$ cat src/rtl/c6502_pkg.sv
// ----------------------------------------------------------------------------
// c6502_pkg
// Word types, opcode codes and operation codes for the 6502 register/ALU
// execute block.
// ----------------------------------------------------------------------------
package c6502_pkg;

  typedef struct packed {
    logic [7:0] opcode;
    logic [7:0] operand;
  } cmd_word_t;

  typedef struct packed {
    logic [7:0] write_data;
    logic       write_enable;
    logic [7:0] acc_value;
    logic [7:0] x_value;
    logic [7:0] y_value;
    logic [7:0] status_byte;
    logic [7:0] stack_value;
    logic       branch_taken;
    logic       unknown_op;
  } res_word_t;

  // accumulator ALU group: opcode[1:0] == GRP_ALU, operation in opcode[7:5]
  localparam logic [1:0] GRP_ALU = 2'b01;

  typedef enum logic [2:0] {
    ALU_ORA = 3'd0,
    ALU_AND = 3'd1,
    ALU_EOR = 3'd2,
    ALU_ADC = 3'd3,
    ALU_STA = 3'd4,
    ALU_LDA = 3'd5,
    ALU_CMP = 3'd6,
    ALU_SBC = 3'd7
  } alu_op_t;

  typedef enum logic [2:0] {
    RMW_ASL = 3'd0,
    RMW_ROL = 3'd1,
    RMW_LSR = 3'd2,
    RMW_ROR = 3'd3,
    RMW_INC = 3'd4,
    RMW_DEC = 3'd5
  } rmw_kind_t;

  localparam logic [7:0] OP_STA_IMM = 8'h89;

  localparam logic [7:0] OP_LDX_I  = 8'hA2, OP_LDX_Z  = 8'hA6, OP_LDX_ZY = 8'hB6;
  localparam logic [7:0] OP_LDX_A  = 8'hAE, OP_LDX_AY = 8'hBE;
  localparam logic [7:0] OP_LDY_I  = 8'hA0, OP_LDY_Z  = 8'hA4, OP_LDY_ZX = 8'hB4;
  localparam logic [7:0] OP_LDY_A  = 8'hAC, OP_LDY_AX = 8'hBC;
  localparam logic [7:0] OP_STX_Z  = 8'h86, OP_STX_ZY = 8'h96, OP_STX_A  = 8'h8E;
  localparam logic [7:0] OP_STY_Z  = 8'h84, OP_STY_ZX = 8'h94, OP_STY_A  = 8'h8C;

  localparam logic [7:0] OP_TAX = 8'hAA, OP_TAY = 8'hA8, OP_TXA = 8'h8A;
  localparam logic [7:0] OP_TYA = 8'h98, OP_TSX = 8'hBA, OP_TXS = 8'h9A;
  localparam logic [7:0] OP_PHA = 8'h48, OP_PHP = 8'h08, OP_PLA = 8'h68;
  localparam logic [7:0] OP_PLP = 8'h28;

  localparam logic [7:0] OP_BIT_Z = 8'h24, OP_BIT_A = 8'h2C;
  localparam logic [7:0] OP_CPX_I = 8'hE0, OP_CPX_Z = 8'hE4, OP_CPX_A = 8'hEC;
  localparam logic [7:0] OP_CPY_I = 8'hC0, OP_CPY_Z = 8'hC4, OP_CPY_A = 8'hCC;

  localparam logic [7:0] OP_INX = 8'hE8, OP_INY = 8'hC8;
  localparam logic [7:0] OP_DEX = 8'hCA, OP_DEY = 8'h88;

  localparam logic [7:0] OP_ASL_ACC = 8'h0A, OP_ROL_ACC = 8'h2A;
  localparam logic [7:0] OP_LSR_ACC = 8'h4A, OP_ROR_ACC = 8'h6A;

  localparam logic [7:0] OP_ASL_Z = 8'h06, OP_ASL_ZX = 8'h16, OP_ASL_A = 8'h0E, OP_ASL_AX = 8'h1E;
  localparam logic [7:0] OP_ROL_Z = 8'h26, OP_ROL_ZX = 8'h36, OP_ROL_A = 8'h2E, OP_ROL_AX = 8'h3E;
  localparam logic [7:0] OP_LSR_Z = 8'h46, OP_LSR_ZX = 8'h56, OP_LSR_A = 8'h4E, OP_LSR_AX = 8'h5E;
  localparam logic [7:0] OP_ROR_Z = 8'h66, OP_ROR_ZX = 8'h76, OP_ROR_A = 8'h6E, OP_ROR_AX = 8'h7E;
  localparam logic [7:0] OP_INC_Z = 8'hE6, OP_INC_ZX = 8'hF6, OP_INC_A = 8'hEE, OP_INC_AX = 8'hFE;
  localparam logic [7:0] OP_DEC_Z = 8'hC6, OP_DEC_ZX = 8'hD6, OP_DEC_A = 8'hCE, OP_DEC_AX = 8'hDE;

  localparam logic [7:0] OP_BPL = 8'h10, OP_BMI = 8'h30, OP_BVC = 8'h50, OP_BVS = 8'h70;
  localparam logic [7:0] OP_BCC = 8'h90, OP_BCS = 8'hB0, OP_BNE = 8'hD0, OP_BEQ = 8'hF0;

  localparam logic [7:0] OP_CLC = 8'h18, OP_SEC = 8'h38, OP_CLI = 8'h58, OP_SEI = 8'h78;
  localparam logic [7:0] OP_CLV = 8'hB8, OP_CLD = 8'hD8, OP_SED = 8'hF8, OP_NOP = 8'hEA;

  localparam logic [7:0] SP_RESET = 8'hFD;

endpackage

$ cat src/rtl/c6502_ifs.sv
// ----------------------------------------------------------------------------
// c6502 channel interfaces
// Valid/ready channels carrying command words and result words.
// ----------------------------------------------------------------------------
interface c6502_cmd_if;
  logic                 valid;
  logic                 ready;
  c6502_pkg::cmd_word_t data;

  modport source(output valid, output data, input ready);
  modport sink(input valid, input data, output ready);
endinterface

interface c6502_res_if;
  logic                 valid;
  logic                 ready;
  c6502_pkg::res_word_t data;

  modport source(output valid, output data, input ready);
  modport sink(input valid, input data, output ready);
endinterface

$ cat src/rtl/cpu6502_register_alu_execute.sv
// ----------------------------------------------------------------------------
// cpu6502_register_alu_execute
// 6502 register file, ALU and flag execute stage (binary arithmetic).
//
// cmd: one word per instruction, opcode plus the operand byte already fetched
//      by the addressing mode (immediate, memory byte or pulled stack byte).
// res: one word per instruction: write-back byte and enable, A, X, Y, status
//      (NV1-DIZC, bit 4 clear), stack pointer, branch-taken, unknown-opcode.
// A command word is captured in an input register; once the result register
// can advance, it is executed against A/X/Y/SP/flags and the result register
// is loaded. One instruction per cycle is sustained while res is ready: the
// register and flag update is a single short combinational pass.
// When res stalls, the input register holds one more word, then cmd.ready
// drops until the result register drains.
// Reset: A = X = Y = 0, SP = 0xFD, only I set; both registers empty.
// ----------------------------------------------------------------------------
module cpu6502_register_alu_execute (
  input  logic                 clk,
  input  logic                 rst,
  c6502_cmd_if.sink            cmd,
  c6502_res_if.source          res
);

  // input register
  logic                  s1_valid;
  c6502_pkg::cmd_word_t  s1_word;
  // result register
  logic                  out_valid;
  c6502_pkg::res_word_t  out_word;

  logic advance;
  logic step;

  // architectural state
  logic [7:0] acc_reg, x_reg, y_reg, stack_reg;
  logic       n_reg, v_reg, d_reg, i_reg, z_reg, c_reg;
  logic [7:0] acc_next, x_next, y_next, stack_next;
  logic       n_next, v_next, d_next, i_next, z_next, c_next;

  logic [7:0] op, m;
  logic [7:0] wd;
  logic       we, br, unk;
  logic       nz_en;
  logic [7:0] nz_val;

  c6502_pkg::alu_op_t   alu_op;
  logic [7:0]           addend;
  logic [8:0]           adc_sum;
  logic                 adc_v;
  logic [8:0]           cmp_a, cmp_x, cmp_y;
  c6502_pkg::rmw_kind_t rmw_kind;
  logic                 rmw_en;
  logic                 rmw_acc;
  logic [7:0]           rmw_src;
  logic [7:0]           rmw_res;
  logic                 rmw_c;

  assign advance   = !out_valid || res.ready;
  assign step      = s1_valid && advance;
  assign cmd.ready = !s1_valid || advance;
  assign res.valid = out_valid;
  assign res.data  = out_word;

  assign op      = s1_word.opcode;
  assign m       = s1_word.operand;
  assign alu_op  = c6502_pkg::alu_op_t'(op[7:5]);
  assign addend  = (alu_op == c6502_pkg::ALU_SBC) ? ~m : m;
  assign adc_sum = {1'b0, acc_reg} + {1'b0, addend} + {8'd0, c_reg};
  assign adc_v   = ~(acc_reg[7] ^ addend[7]) & (acc_reg[7] ^ adc_sum[7]);
  assign cmp_a   = {1'b0, acc_reg} - {1'b0, m};
  assign cmp_x   = {1'b0, x_reg} - {1'b0, m};
  assign cmp_y   = {1'b0, y_reg} - {1'b0, m};
  assign rmw_src = rmw_acc ? acc_reg : m;

  // shift / rotate / inc / dec unit
  always_comb begin
    rmw_c = c_reg;
    case (rmw_kind)
      c6502_pkg::RMW_ASL: begin
        rmw_res = {rmw_src[6:0], 1'b0};
        rmw_c   = rmw_src[7];
      end
      c6502_pkg::RMW_ROL: begin
        rmw_res = {rmw_src[6:0], c_reg};
        rmw_c   = rmw_src[7];
      end
      c6502_pkg::RMW_LSR: begin
        rmw_res = {1'b0, rmw_src[7:1]};
        rmw_c   = rmw_src[0];
      end
      c6502_pkg::RMW_ROR: begin
        rmw_res = {c_reg, rmw_src[7:1]};
        rmw_c   = rmw_src[0];
      end
      c6502_pkg::RMW_INC: rmw_res = rmw_src + 8'd1;
      c6502_pkg::RMW_DEC: rmw_res = rmw_src - 8'd1;
      default:            rmw_res = rmw_src;
    endcase
  end

  // opcode decode and state update
  always_comb begin
    acc_next   = acc_reg;
    x_next     = x_reg;
    y_next     = y_reg;
    stack_next = stack_reg;
    n_next     = n_reg;
    v_next     = v_reg;
    d_next     = d_reg;
    i_next     = i_reg;
    z_next     = z_reg;
    c_next     = c_reg;
    wd         = 8'd0;
    we         = 1'b0;
    br         = 1'b0;
    unk        = 1'b0;
    nz_en      = 1'b0;
    nz_val     = 8'd0;
    rmw_en     = 1'b0;
    rmw_acc    = 1'b0;
    rmw_kind   = c6502_pkg::RMW_ASL;

    if (op[1:0] == c6502_pkg::GRP_ALU) begin
      if (op == c6502_pkg::OP_STA_IMM) begin
        unk = 1'b1;
      end else begin
        case (alu_op)
          c6502_pkg::ALU_ORA: begin
            acc_next = acc_reg | m;
            nz_en = 1'b1; nz_val = acc_next;
          end
          c6502_pkg::ALU_AND: begin
            acc_next = acc_reg & m;
            nz_en = 1'b1; nz_val = acc_next;
          end
          c6502_pkg::ALU_EOR: begin
            acc_next = acc_reg ^ m;
            nz_en = 1'b1; nz_val = acc_next;
          end
          c6502_pkg::ALU_ADC, c6502_pkg::ALU_SBC: begin
            acc_next = adc_sum[7:0];
            c_next   = adc_sum[8];
            v_next   = adc_v;
            nz_en = 1'b1; nz_val = acc_next;
          end
          c6502_pkg::ALU_STA: begin
            wd = acc_reg; we = 1'b1;
          end
          c6502_pkg::ALU_LDA: begin
            acc_next = m;
            nz_en = 1'b1; nz_val = m;
          end
          c6502_pkg::ALU_CMP: begin
            c_next = ~cmp_a[8];
            nz_en = 1'b1; nz_val = cmp_a[7:0];
          end
          default: begin
            unk = 1'b1;
          end
        endcase
      end
    end else begin
      case (op)
        c6502_pkg::OP_LDX_I, c6502_pkg::OP_LDX_Z, c6502_pkg::OP_LDX_ZY,
        c6502_pkg::OP_LDX_A, c6502_pkg::OP_LDX_AY: begin
          x_next = m; nz_en = 1'b1; nz_val = m;
        end
        c6502_pkg::OP_LDY_I, c6502_pkg::OP_LDY_Z, c6502_pkg::OP_LDY_ZX,
        c6502_pkg::OP_LDY_A, c6502_pkg::OP_LDY_AX: begin
          y_next = m; nz_en = 1'b1; nz_val = m;
        end
        c6502_pkg::OP_STX_Z, c6502_pkg::OP_STX_ZY, c6502_pkg::OP_STX_A: begin
          wd = x_reg; we = 1'b1;
        end
        c6502_pkg::OP_STY_Z, c6502_pkg::OP_STY_ZX, c6502_pkg::OP_STY_A: begin
          wd = y_reg; we = 1'b1;
        end
        c6502_pkg::OP_TAX: begin
          x_next = acc_reg; nz_en = 1'b1; nz_val = acc_reg;
        end
        c6502_pkg::OP_TAY: begin
          y_next = acc_reg; nz_en = 1'b1; nz_val = acc_reg;
        end
        c6502_pkg::OP_TXA: begin
          acc_next = x_reg; nz_en = 1'b1; nz_val = x_reg;
        end
        c6502_pkg::OP_TYA: begin
          acc_next = y_reg; nz_en = 1'b1; nz_val = y_reg;
        end
        c6502_pkg::OP_TSX: begin
          x_next = stack_reg; nz_en = 1'b1; nz_val = stack_reg;
        end
        c6502_pkg::OP_TXS: stack_next = x_reg;
        c6502_pkg::OP_PHA: begin
          wd = acc_reg; we = 1'b1; stack_next = stack_reg - 8'd1;
        end
        c6502_pkg::OP_PHP: begin
          // pushed copy has break and bit 5 set
          wd = {n_reg, v_reg, 1'b1, 1'b1, d_reg, i_reg, z_reg, c_reg};
          we = 1'b1;
          stack_next = stack_reg - 8'd1;
        end
        c6502_pkg::OP_PLA: begin
          acc_next = m; nz_en = 1'b1; nz_val = m;
          stack_next = stack_reg + 8'd1;
        end
        c6502_pkg::OP_PLP: begin
          n_next = m[7]; v_next = m[6]; d_next = m[3];
          i_next = m[2]; z_next = m[1]; c_next = m[0];
          stack_next = stack_reg + 8'd1;
        end
        c6502_pkg::OP_BIT_Z, c6502_pkg::OP_BIT_A: begin
          z_next = ((acc_reg & m) == 8'd0);
          v_next = m[6];
          n_next = m[7];
        end
        c6502_pkg::OP_CPX_I, c6502_pkg::OP_CPX_Z, c6502_pkg::OP_CPX_A: begin
          c_next = ~cmp_x[8]; nz_en = 1'b1; nz_val = cmp_x[7:0];
        end
        c6502_pkg::OP_CPY_I, c6502_pkg::OP_CPY_Z, c6502_pkg::OP_CPY_A: begin
          c_next = ~cmp_y[8]; nz_en = 1'b1; nz_val = cmp_y[7:0];
        end
        c6502_pkg::OP_INX: begin
          x_next = x_reg + 8'd1; nz_en = 1'b1; nz_val = x_next;
        end
        c6502_pkg::OP_INY: begin
          y_next = y_reg + 8'd1; nz_en = 1'b1; nz_val = y_next;
        end
        c6502_pkg::OP_DEX: begin
          x_next = x_reg - 8'd1; nz_en = 1'b1; nz_val = x_next;
        end
        c6502_pkg::OP_DEY: begin
          y_next = y_reg - 8'd1; nz_en = 1'b1; nz_val = y_next;
        end
        c6502_pkg::OP_ASL_ACC: begin
          rmw_acc = 1'b1; rmw_kind = c6502_pkg::RMW_ASL;
        end
        c6502_pkg::OP_ROL_ACC: begin
          rmw_acc = 1'b1; rmw_kind = c6502_pkg::RMW_ROL;
        end
        c6502_pkg::OP_LSR_ACC: begin
          rmw_acc = 1'b1; rmw_kind = c6502_pkg::RMW_LSR;
        end
        c6502_pkg::OP_ROR_ACC: begin
          rmw_acc = 1'b1; rmw_kind = c6502_pkg::RMW_ROR;
        end
        c6502_pkg::OP_ASL_Z, c6502_pkg::OP_ASL_ZX, c6502_pkg::OP_ASL_A, c6502_pkg::OP_ASL_AX: begin
          rmw_en = 1'b1; rmw_kind = c6502_pkg::RMW_ASL;
        end
        c6502_pkg::OP_ROL_Z, c6502_pkg::OP_ROL_ZX, c6502_pkg::OP_ROL_A, c6502_pkg::OP_ROL_AX: begin
          rmw_en = 1'b1; rmw_kind = c6502_pkg::RMW_ROL;
        end
        c6502_pkg::OP_LSR_Z, c6502_pkg::OP_LSR_ZX, c6502_pkg::OP_LSR_A, c6502_pkg::OP_LSR_AX: begin
          rmw_en = 1'b1; rmw_kind = c6502_pkg::RMW_LSR;
        end
        c6502_pkg::OP_ROR_Z, c6502_pkg::OP_ROR_ZX, c6502_pkg::OP_ROR_A, c6502_pkg::OP_ROR_AX: begin
          rmw_en = 1'b1; rmw_kind = c6502_pkg::RMW_ROR;
        end
        c6502_pkg::OP_INC_Z, c6502_pkg::OP_INC_ZX, c6502_pkg::OP_INC_A, c6502_pkg::OP_INC_AX: begin
          rmw_en = 1'b1; rmw_kind = c6502_pkg::RMW_INC;
        end
        c6502_pkg::OP_DEC_Z, c6502_pkg::OP_DEC_ZX, c6502_pkg::OP_DEC_A, c6502_pkg::OP_DEC_AX: begin
          rmw_en = 1'b1; rmw_kind = c6502_pkg::RMW_DEC;
        end
        c6502_pkg::OP_BPL: br = ~n_reg;
        c6502_pkg::OP_BMI: br = n_reg;
        c6502_pkg::OP_BVC: br = ~v_reg;
        c6502_pkg::OP_BVS: br = v_reg;
        c6502_pkg::OP_BCC: br = ~c_reg;
        c6502_pkg::OP_BCS: br = c_reg;
        c6502_pkg::OP_BNE: br = ~z_reg;
        c6502_pkg::OP_BEQ: br = z_reg;
        c6502_pkg::OP_CLC: c_next = 1'b0;
        c6502_pkg::OP_SEC: c_next = 1'b1;
        c6502_pkg::OP_CLI: i_next = 1'b0;
        c6502_pkg::OP_SEI: i_next = 1'b1;
        c6502_pkg::OP_CLV: v_next = 1'b0;
        c6502_pkg::OP_CLD: d_next = 1'b0;
        c6502_pkg::OP_SED: d_next = 1'b1;
        c6502_pkg::OP_NOP: ;
        default: unk = 1'b1;
      endcase
    end

    if (rmw_acc) begin
      acc_next = rmw_res;
      c_next   = rmw_c;
      nz_en = 1'b1; nz_val = rmw_res;
    end
    if (rmw_en) begin
      wd = rmw_res; we = 1'b1;
      c_next = rmw_c;
      nz_en = 1'b1; nz_val = rmw_res;
    end
    if (nz_en) begin
      n_next = nz_val[7];
      z_next = (nz_val == 8'd0);
    end
  end

  always_ff @(posedge clk) begin
    if (rst) begin
      s1_valid  <= 1'b0;
      out_valid <= 1'b0;
      acc_reg   <= 8'd0;
      x_reg     <= 8'd0;
      y_reg     <= 8'd0;
      stack_reg <= c6502_pkg::SP_RESET;
      n_reg     <= 1'b0;
      v_reg     <= 1'b0;
      d_reg     <= 1'b0;
      i_reg     <= 1'b1;
      z_reg     <= 1'b0;
      c_reg     <= 1'b0;
    end else begin
      if (cmd.ready) begin
        s1_valid <= cmd.valid;
      end
      if (advance) begin
        out_valid <= s1_valid;
      end
      if (step) begin
        acc_reg   <= acc_next;
        x_reg     <= x_next;
        y_reg     <= y_next;
        stack_reg <= stack_next;
        n_reg     <= n_next;
        v_reg     <= v_next;
        d_reg     <= d_next;
        i_reg     <= i_next;
        z_reg     <= z_next;
        c_reg     <= c_next;
      end
    end
  end

  always_ff @(posedge clk) begin
    if (cmd.valid && cmd.ready) begin
      s1_word <= cmd.data;
    end
    if (step) begin
      out_word.write_data   <= wd;
      out_word.write_enable <= we;
      out_word.acc_value    <= acc_next;
      out_word.x_value      <= x_next;
      out_word.y_value      <= y_next;
      out_word.status_byte  <= {n_next, v_next, 1'b1, 1'b0, d_next, i_next, z_next, c_next};
      out_word.stack_value  <= stack_next;
      out_word.branch_taken <= br;
      out_word.unknown_op   <= unk;
    end
  end

  // unknown opcodes and branches leave the register file untouched
  a_noop_holds_state: assert property (@(posedge clk) disable iff (rst)
    (step && (unk || br)) |=> (acc_reg == $past(acc_reg) && x_reg == $past(x_reg) &&
      y_reg == $past(y_reg) && stack_reg == $past(stack_reg)))
    else $error("state changed on a no-op or branch");

  // an unknown opcode never requests a write
  a_unk_no_write: assert property (@(posedge clk) disable iff (rst)
    out_valid |-> !(out_word.unknown_op && out_word.write_enable))
    else $error("write requested by unknown opcode");

  // backpressure only when both registers are full and the sink stalls
  a_ready_stall: assert property (@(posedge clk) disable iff (rst)
    !cmd.ready |-> (s1_valid && out_valid && !res.ready))
    else $error("cmd.ready low without a stall");

  // result shows the state that was committed with it
  a_result_matches_state: assert property (@(posedge clk) disable iff (rst)
    step |=> (out_word.acc_value == acc_reg && out_word.stack_value == stack_reg &&
      out_word.status_byte[0] == c_reg))
    else $error("result word disagrees with committed state");

endmodule
$ cat src/flat_wrapper.sv
// flat-port wrapper written by rule: the top's interface ports become plain ports
module cpu6502_register_alu_execute_flat 
  (clk, rst, cmd_valid, cmd_data, cmd_ready, res_valid, res_data, res_ready);
  c6502_cmd_if cmd_i ();
  c6502_res_if res_i ();
  input  logic clk;
  input  logic rst;
  input wire logic [$bits(cmd_i.valid)-1:0] cmd_valid;
  input wire logic [$bits(cmd_i.data)-1:0] cmd_data;
  output wire logic [$bits(cmd_i.ready)-1:0] cmd_ready;
  output wire logic [$bits(res_i.valid)-1:0] res_valid;
  output wire logic [$bits(res_i.data)-1:0] res_data;
  input wire logic [$bits(res_i.ready)-1:0] res_ready;
  assign cmd_i.valid = cmd_valid;
  assign cmd_i.data = cmd_data;
  assign cmd_ready = cmd_i.ready;
  assign res_valid = res_i.valid;
  assign res_data = res_i.data;
  assign res_i.ready = res_ready;
  cpu6502_register_alu_execute u_core (.clk(clk), .rst(rst), .cmd(cmd_i), .res(res_i));
endmodule
$ cat config.mk
export PLATFORM = sky130hd
export DESIGN_NAME = cpu6502_register_alu_execute_flat
export DESIGN_NICKNAME = d
export VERILOG_FILES = /design/src/rtl/c6502_pkg.sv /design/src/rtl/c6502_ifs.sv /design/src/rtl/cpu6502_register_alu_execute.sv /design/src/flat_wrapper.sv
export SDC_FILE = /design/constraint.sdc
export NUM_CORES = 1
export LEC_CHECK = 0
export BUFFER_PORTS_ARGS = -buffer_cell sky130_fd_sc_hd__clkbuf_2
export CELL_PAD_IN_SITES_DETAIL_PLACEMENT = 0
export CELL_PAD_IN_SITES_GLOBAL_PLACEMENT = 1
export CORE_ASPECT_RATIO = 1.2
export CORE_MARGIN = 5
export CORE_UTILIZATION = 51
export CTS_CLUSTER_SIZE = 30
export DETAILED_ROUTE_END_ITERATION = 12
export GPL_TIMING_DRIVEN = 0
export HOLD_SLACK_MARGIN = 0.02
export PLACE_DENSITY = 0.95
export SLEW_MARGIN = 25
export SYNTH_ARGS = -nofsm -noshare
export SYNTH_HDL_FRONTEND = slang
export SYNTH_SLANG_ARGS = --single-unit
$ cat constraint.sdc
create_clock -name clk -period 6.5 [get_ports clk]
set_input_delay 0.325 -clock clk [delete_from_list [all_inputs] [get_ports clk]]
set_output_delay 0.325 -clock clk [all_outputs]
set_load 0.01 [all_outputs]
==> results.py, run 1 <==
metrics = {
    "sta": {
        "worst_pin_slew_ns": 1.08,
        "tns_ns": 0,
        "fin_crit_ns": 6.02,
        "holdWs_ns": 0.128,
        "skew_ns": 0.0139,
        "max_clock_freq_mhz": 166,
        "grt_setup_unrepaired": "no",
        "slew_headroom_pct": 28.3,
        "hold_violations": 0,
        "setup_viol": 0,
        "slew_viol_final": 0,
        "period_share_pct": 92.6,
    },
    "cts": {
        "clkLatencyLatePin_ns": 0.37,
        "cts_tree": "yes",
        "clock_path_buffers": 2,
        "clock_sink_count": 105,
        "cts_htree_levels": 3,
        "cts_resized": 0,
        "clk_pin_slew_ns": 0.08,
        "holdBufCountCts": 0,
        "cts_root_buffer": "clkbuf_16",
        "post_cts_buffers": 0,
        "numCtsBuffers": 9,
    },
    "setup_path": {
        "critPathMaxFanout": 10,
        "r2r_start": "u_core.op[5]",
        "crit_top_cell": "fa_1",
        "critPathCapture": "u_core.z_reg",
        "path_class": "reg -> reg",
        "r2r_slack_ns": 0.48,
        "worst_ep_required_time_ns": 6.81,
        "cpPeakStageDelay_ns": 0.70,
        "r2r-end": "u_core.z_reg",
        "startpoint": "u_core.op[5]",
        "setup.worst_path.end_class": "flip-flop",
        "critPathArrivalTime_ns": 6.33,
        "start_kind": "flip-flop",
        "r2r_cells": 16,
        "crit_chain": "buf_2 > clkinv_1 > nor2_1 > nand2_1 > xnor2_1 > fa_1 > inv_1 > fa_1 > a22o_1 > a222oi_1 > nand3_1 > a21o_1 > nor4_1 > a2bb2oi_1 > o31ai_2 > o21a_1",
        "slowest_stage": "nor2_1",
    },
    "layout": {
        "most-common-layout-cells": "nand2_1 (117), a21oi_1 (101), nor2_1 (98)",
        "drive_gt1_share_pct": 12.7,
        "fillerInstances": 1738,
        "nets": 1305,
        "antenna_cells": 0,
        "largest_register_ffs": 49,
        "areaGrowthSynthToFinish_pct": 10.3,
        "final_common_cell": "nand2_1",
        "stdcell_count": 1444,
    },
    "grt": {
        "grt_pass1_wl_um": 58800,
        "antenna_found_initial": 0,
        "overflow": 0,
        "grt_usage_pct": 36.6,
        "grt_pass1_vias": 9329,
        "grt_max_degree": 38,
    },
    "detailed_routing": {
        "postRouteAntennaNets": 0,
        "routed_wl_um": 39600,
        "vias": 9867,
        "vias_per_cell": 6.83,
        "post_drt_wl_per_cell_um": 27.5,
        "drc_errors": 0,
        "drt_iter0_drc": 1203,
        "firstDrtPassIters": 8,
    },
    "yosys": {
        "yosysWarningCount": 0,
        "synth-seq-cells": 105,
        "synth_area_mm2": 0.00946,
        "synth_flop_cell": "edfxtp_1",
        "synth_top_area_share_pct": 20.6,
        "synth_nets": 1223,
        "synth-edff-count": 65,
        "syn_area_per_cell_um2": 8.35,
        "synth_cells": 1133,
        "synth_cell_types": 97,
        "synth_area_leaders": "edfxtp_1 (21%), dfxtp_1 (8.5%), ha_1 (8.3%), a21oi_1 (5.3%), nand2_1 (4.6%)",
        "synth_seq_area_share_pct": 29.1,
        "async_reset_ff_share_pct": 0,
        "synth_top_area_cell": "edfxtp_1",
    },
    "pwr": {
        "p_int_uw": 1210,
        "switchingPower_uw": 633,
        "ir_worst_vdd_uv": 115,
        "p_clk_share_pct": 32.7,
        "p_leak_uw": 0.00407,
        "seqPwrFrac_pct": 42.3,
        "p_sw_share_pct": 34.3,
        "power_density_mw_per_mm2": 177,
        "power_frac_comb_pct": 24.9,
    },
    "die": {
        "core_mm2": 0.0182,
        "dieHeight_um": 159,
        "rows": 54,
        "die_x_um": 134,
        "boundaryPins": 73,
        "dieArea_mm2": 0.0214,
        "start_util_pct": 51.9,
    },
    "placed_design": {
        "gp_congestion": 1.06,
        "io_buffer_count": 70,
        "place_inst": 1428,
        "dp_hpwl_um": 30100,
    },
    "run_status": {
        "status": "finished clean",
    },
    "worst_hold_path": {
        "hold_class": "in -> reg",
    },
    "job": {
        "maxCapViolCount": 0,
    },
}
[worst min-delay path by stage]
stage	start	end	cells after the start
3_5_place_dp	cmd_data[9]	u_core.op[1]	1
5_1_grt	cmd_data[14]	u_core.op[6]	1
6_report	cmd_data[15]	u_core.op[7]	1
2_1_floorplan	cmd_data[0]	u_core.m[0]	0
4_1_cts	cmd_data[9]	u_core.op[1]	1
3_3_place_gp	u_core.s1_valid	u_core.res.valid	2
[layout make-up]
class                      instances  area [um2]  area share, %
multi-input combinational        906        6130           58.7
sequential                       105        2750           26.4
buffer                            74         399           3.82
timing repair buffer              71         370           3.55
tap                              224         280           2.68
clock buffer                       9         225           2.16
inverter                          48         180           1.73
clock inverter                     7        98.8          0.947
[synth_stat cells (all sizes together) (8+ instances only)]
cell    instances
nand2         117
nand4           9
o22ai           9
xor2           20
a22o           12
a211oi         16
xnor2          29
o21ai          60
a222oi          8
inv            46
a21o           14
mux2i          19
nand3b         10
nor3           39
and3           12
a31oi          11
nor4           12
a21oi         102
nand2b         17
dfxtp          40
clkbuf         36
a22oi          14
nor2b          16
buf            37
o211ai         10
nor2          101
o21a            9
edfxtp         65
o22a            8
ha             63
a221oi         10
nand3          33
[cell families (layout without fill, tap and decap cells)]
logic type / Yosys count / count (layout) / share of synthesized area (%)
XOR/XNOR: 49 / 49 / 4.54
buffers and inverters: 122 / 209 / 6.08
AND/OR/NAND/NOR: 406 / 406 / 22.0
multiplexers: 21 / 21 / 2.25
adder cells (fa/ha/maj): 70 / 70 / 9.81
other: 2 / 2 / 0.0794
AO/OA/AOI/OAI: 358 / 358 / 26.2
flip-flops: 105 / 105 / 29.1
[metal layers]
metal  wire [um]  track usage [%]  up-vias  part of all wire (%)
met1       15200             46.5     4665                    38
li1            -                -     4398                     -
met5           0                0        -                     0
met2       17700             57.0      623                    45
met3        3350             5.50      181                   8.5
met4        3320             25.0        0                   8.4
[power by group through the flow]
stage	Combinational, uW	Sequential [uW]	Clock (uW)
2_1_floorplan	293	785	0
3_3_place_gp	441	794	0
3_5_place_dp	445	793	0
4_1_cts	447	778	612
5_1_grt	490	782	639
6_report	460	780	604
[critical path, delay by kind of cell, from the launching register on]
kind	cells	cell delay, ns
AOI/OAI and AO/OA	6	1.53
xor gates and xnor gates	1	0.28
adders and majority gates	2	0.86
buffers and inverters	3	0.79
DFF	1	0.40
and+or+nand+nor	4	2.08
[stage by stage]
| stage | util, % | worst slack [ns] | power [uW] | area (um2) |
|---|---|---|---|---|
| 2_1_floorplan | - | 2.55 | 1080 | 9460 |
| 3_3_place_gp | 55.3 | 0.691 | 1230 | 10100 |
| 3_5_place_dp | 55.4 | 0.730 | 1240 | 10100 |
| 4_1_cts | 57.2 | 0.716 | 1840 | 10400 |
| 5_1_grt | 57.2 | 0.461 | 1910 | 10400 |
| 6_report | 57.2 | 0.481 | 1840 | 10400 |
(Power assumes the default switching activity.)
==> run 2: changes to the inputs <==
Settings changed: CORE_UTILIZATION 51 to 42, PLACE_DENSITY 0.95 to 0.87.
Clock period 6.5 ns to 5.5 ns, I/O delays scaled along.
==> run 2 against run 1 <==
Setup slack lost 0.41 ns; clock power grew 15%; clock skew shrank 0.0030 ns; count of clock-buffer cells in the layout is the same; routed wire length is essentially flat; core utilization shrank 10 points; critical endpoint is now u_core.res.data[11]; sequential power grew 18%; largest power group unchanged; fmax grew 11%; power grew 17%; flip-flop and latch count is the same; combinational power grew 18%; via count shrank 1.4%.
==> results.py, run 2 (same netlist as run 1, synthesis figures left out) <==
metrics = {
    "layout": {
        "stdcell_count": 1498,
        "fin_util_pct": 47.1,
        "most-common-layout-cells": "nand2_1 (116), a21oi_1 (101), nor2_1 (97)",
        "final_common_cell": "nand2_1",
        "drive_gt1_share_pct": 12.9,
        "areaGrowthSynthToFinish_pct": 11.0,
        "largest_register_ffs": 49,
        "nets": 1304,
        "final_area_mm2": 0.0105,
        "antenna_cells": 0,
    },
    "cts": {
        "clock_sink_count": 105,
        "cts_htree_levels": 3,
        "cts_tree": "yes",
        "post_cts_buffers": 0,
        "numCtsBuffers": 9,
        "clkLatencyLatePin_ns": 0.36,
        "clk_pin_slew_ns": 0.08,
        "clock_path_buffers": 2,
        "cts_root_buffer": "clkbuf_16",
    },
    "detailed_routing": {
        "postRouteAntennaNets": 0,
        "vias_per_cell": 6.50,
        "firstDrtPassIters": 9,
        "routed_wl_um": 39700,
        "post_drt_wl_per_cell_um": 26.5,
        "vias": 9733,
        "drc_errors": 0,
        "drt_iter0_drc": 1234,
    },
    "die": {
        "die_x_um": 147,
        "start_util_pct": 42.4,
        "dieArea_mm2": 0.0256,
        "core_mm2": 0.0223,
        "dieHeight_um": 174,
        "rows": 60,
        "boundaryPins": 73,
    },
    "setup_path": {
        "critPathMaxFanout": 10,
        "worst_ep_required_time_ns": 5.65,
        "cp.buffers_inverters": 3,
        "cpPeakStageDelay_ns": 0.60,
        "crit_family": "simple AND/OR/NAND/NOR gates",
        "r2r_cells": 15,
        "slowest_stage": "nor4_1",
        "critPathArrivalTime_ns": 5.58,
        "crit_cells": 15,
        "setup.worst_path.end_class": "flip-flop",
        "crit_chain": "buf_2 > clkinv_2 > nor2_4 > nand2_2 > xnor2_1 > fa_1 > inv_1 > fa_1 > a22o_1 > a222oi_1 > nand3_1 > a21o_1 > nor4_1 > a2bb2oi_1 > o31ai_2",
        "crit_top_cell": "fa_1",
        "path_class": "reg -> reg",
        "start_kind": "flip-flop",
    },
    "pwr": {
        "p_clk_share_pct": 32.2,
        "switchingPower_uw": 735,
        "ir_worst_vdd_uv": 142,
        "p_int_uw": 1430,
        "p_leak_uw": 0.00407,
        "power_density_mw_per_mm2": 206,
        "seqPwrFrac_pct": 42.6,
        "power_frac_comb_pct": 25.2,
        "p_sw_share_pct": 34.0,
    },
    "worst_hold_path": {
        "hold_class": "in -> reg",
        "hold_depth": 1,
    },
    "placed_design": {
        "io_buffer_count": 70,
        "dpl-instance-area_mm2": 0.0102,
        "pre_cts_slack_ns": -0.595,
        "place_inst": 1483,
        "dp_hpwl_um": 30400,
        "gp_congestion": 1.04,
    },
    "run_status": {
        "status": "finished clean",
    },
    "sta": {
        "period_share_pct": 98.7,
        "skew_ns": 0.0109,
        "setup_viol": 0,
        "hold_violations": 0,
        "slew_headroom_pct": 35.3,
        "grt_setup_unrepaired": "no",
        "holdWs_ns": 0.0787,
        "timing.final.ws_setup_ns": 0.0713,
        "max_clock_freq_mhz": 184,
        "fin_crit_ns": 5.43,
        "worst_pin_slew_ns": 0.971,
        "slew_viol_final": 0,
    },
    "grt": {
        "antenna_found_initial": 0,
        "grt_pass1_vias": 9406,
        "grt_pass1_wl_um": 58900,
        "overflow": 0,
        "grt_max_degree": 40,
        "grt_usage_pct": 30.2,
    },
    "job": {
        "maxCapViolCount": 0,
    },
}
[run 2: cell type report]
| type | instances | area (um2) |
|---|---|---|
| timing repair buffer | 71 | 370 |
| inverter | 48 | 181 |
| multi-input combinational | 906 | 6140 |
| buffer | 73 | 395 |
| clock buffer | 9 | 225 |
| tap | 279 | 349 |
| sequential | 105 | 2750 |
| clock inverter | 7 | 86.3 |
| fill | 2220 | 11800 |
[run 2: repair_timing]
item                                    in CTS  in global routing
endpoints found under the setup margin       3                  0
gates resized for setup                      4                  0
hold buffers                                 0                  0
[run 2: metal layers]
| layer | GRT usage, % | wire, um | vias up |
|---|---|---|---|
| met2 | 49.7 | 18100 | 574 |
| li1 | - | - | 4397 |
| met4 | 17.2 | 2890 | 0 |
| met3 | 5.27 | 3110 | 171 |
| met1 | 37.3 | 15600 | 4591 |
| met5 | 0 | 0 | - |
[run 2: metrics by stage]
stage	power, uW	TNS, ns
2_1_floorplan	1270	0
3_3_place_gp	1460	-1.07
3_5_place_dp	1470	-1.18
4_1_cts	2150	0
5_1_grt	2240	0
6_report	2160	0
[run 2: final timing paths]
path | start | end | slack, ns
min reg2reg | u_core.s1_valid | u_core.res.valid | 0.52
max | u_core.op[5] | u_core.res.data[11] | 0.07
min | cmd_data[0] | u_core.m[0] | 0.08
max reg2reg | u_core.op[5] | u_core.res.data[11] | 0.07
[run 2: power by group through the flow]
stage / registers, uW / logic, uW / clock network [uW]
detailed placement: 938 / 527 / 0
global route: 924 / 582 / 737
CTS: 920 / 531 / 704
global placement: 938 / 521 / 0
floorplan: 928 / 347 / 0
finish: 921 / 545 / 695
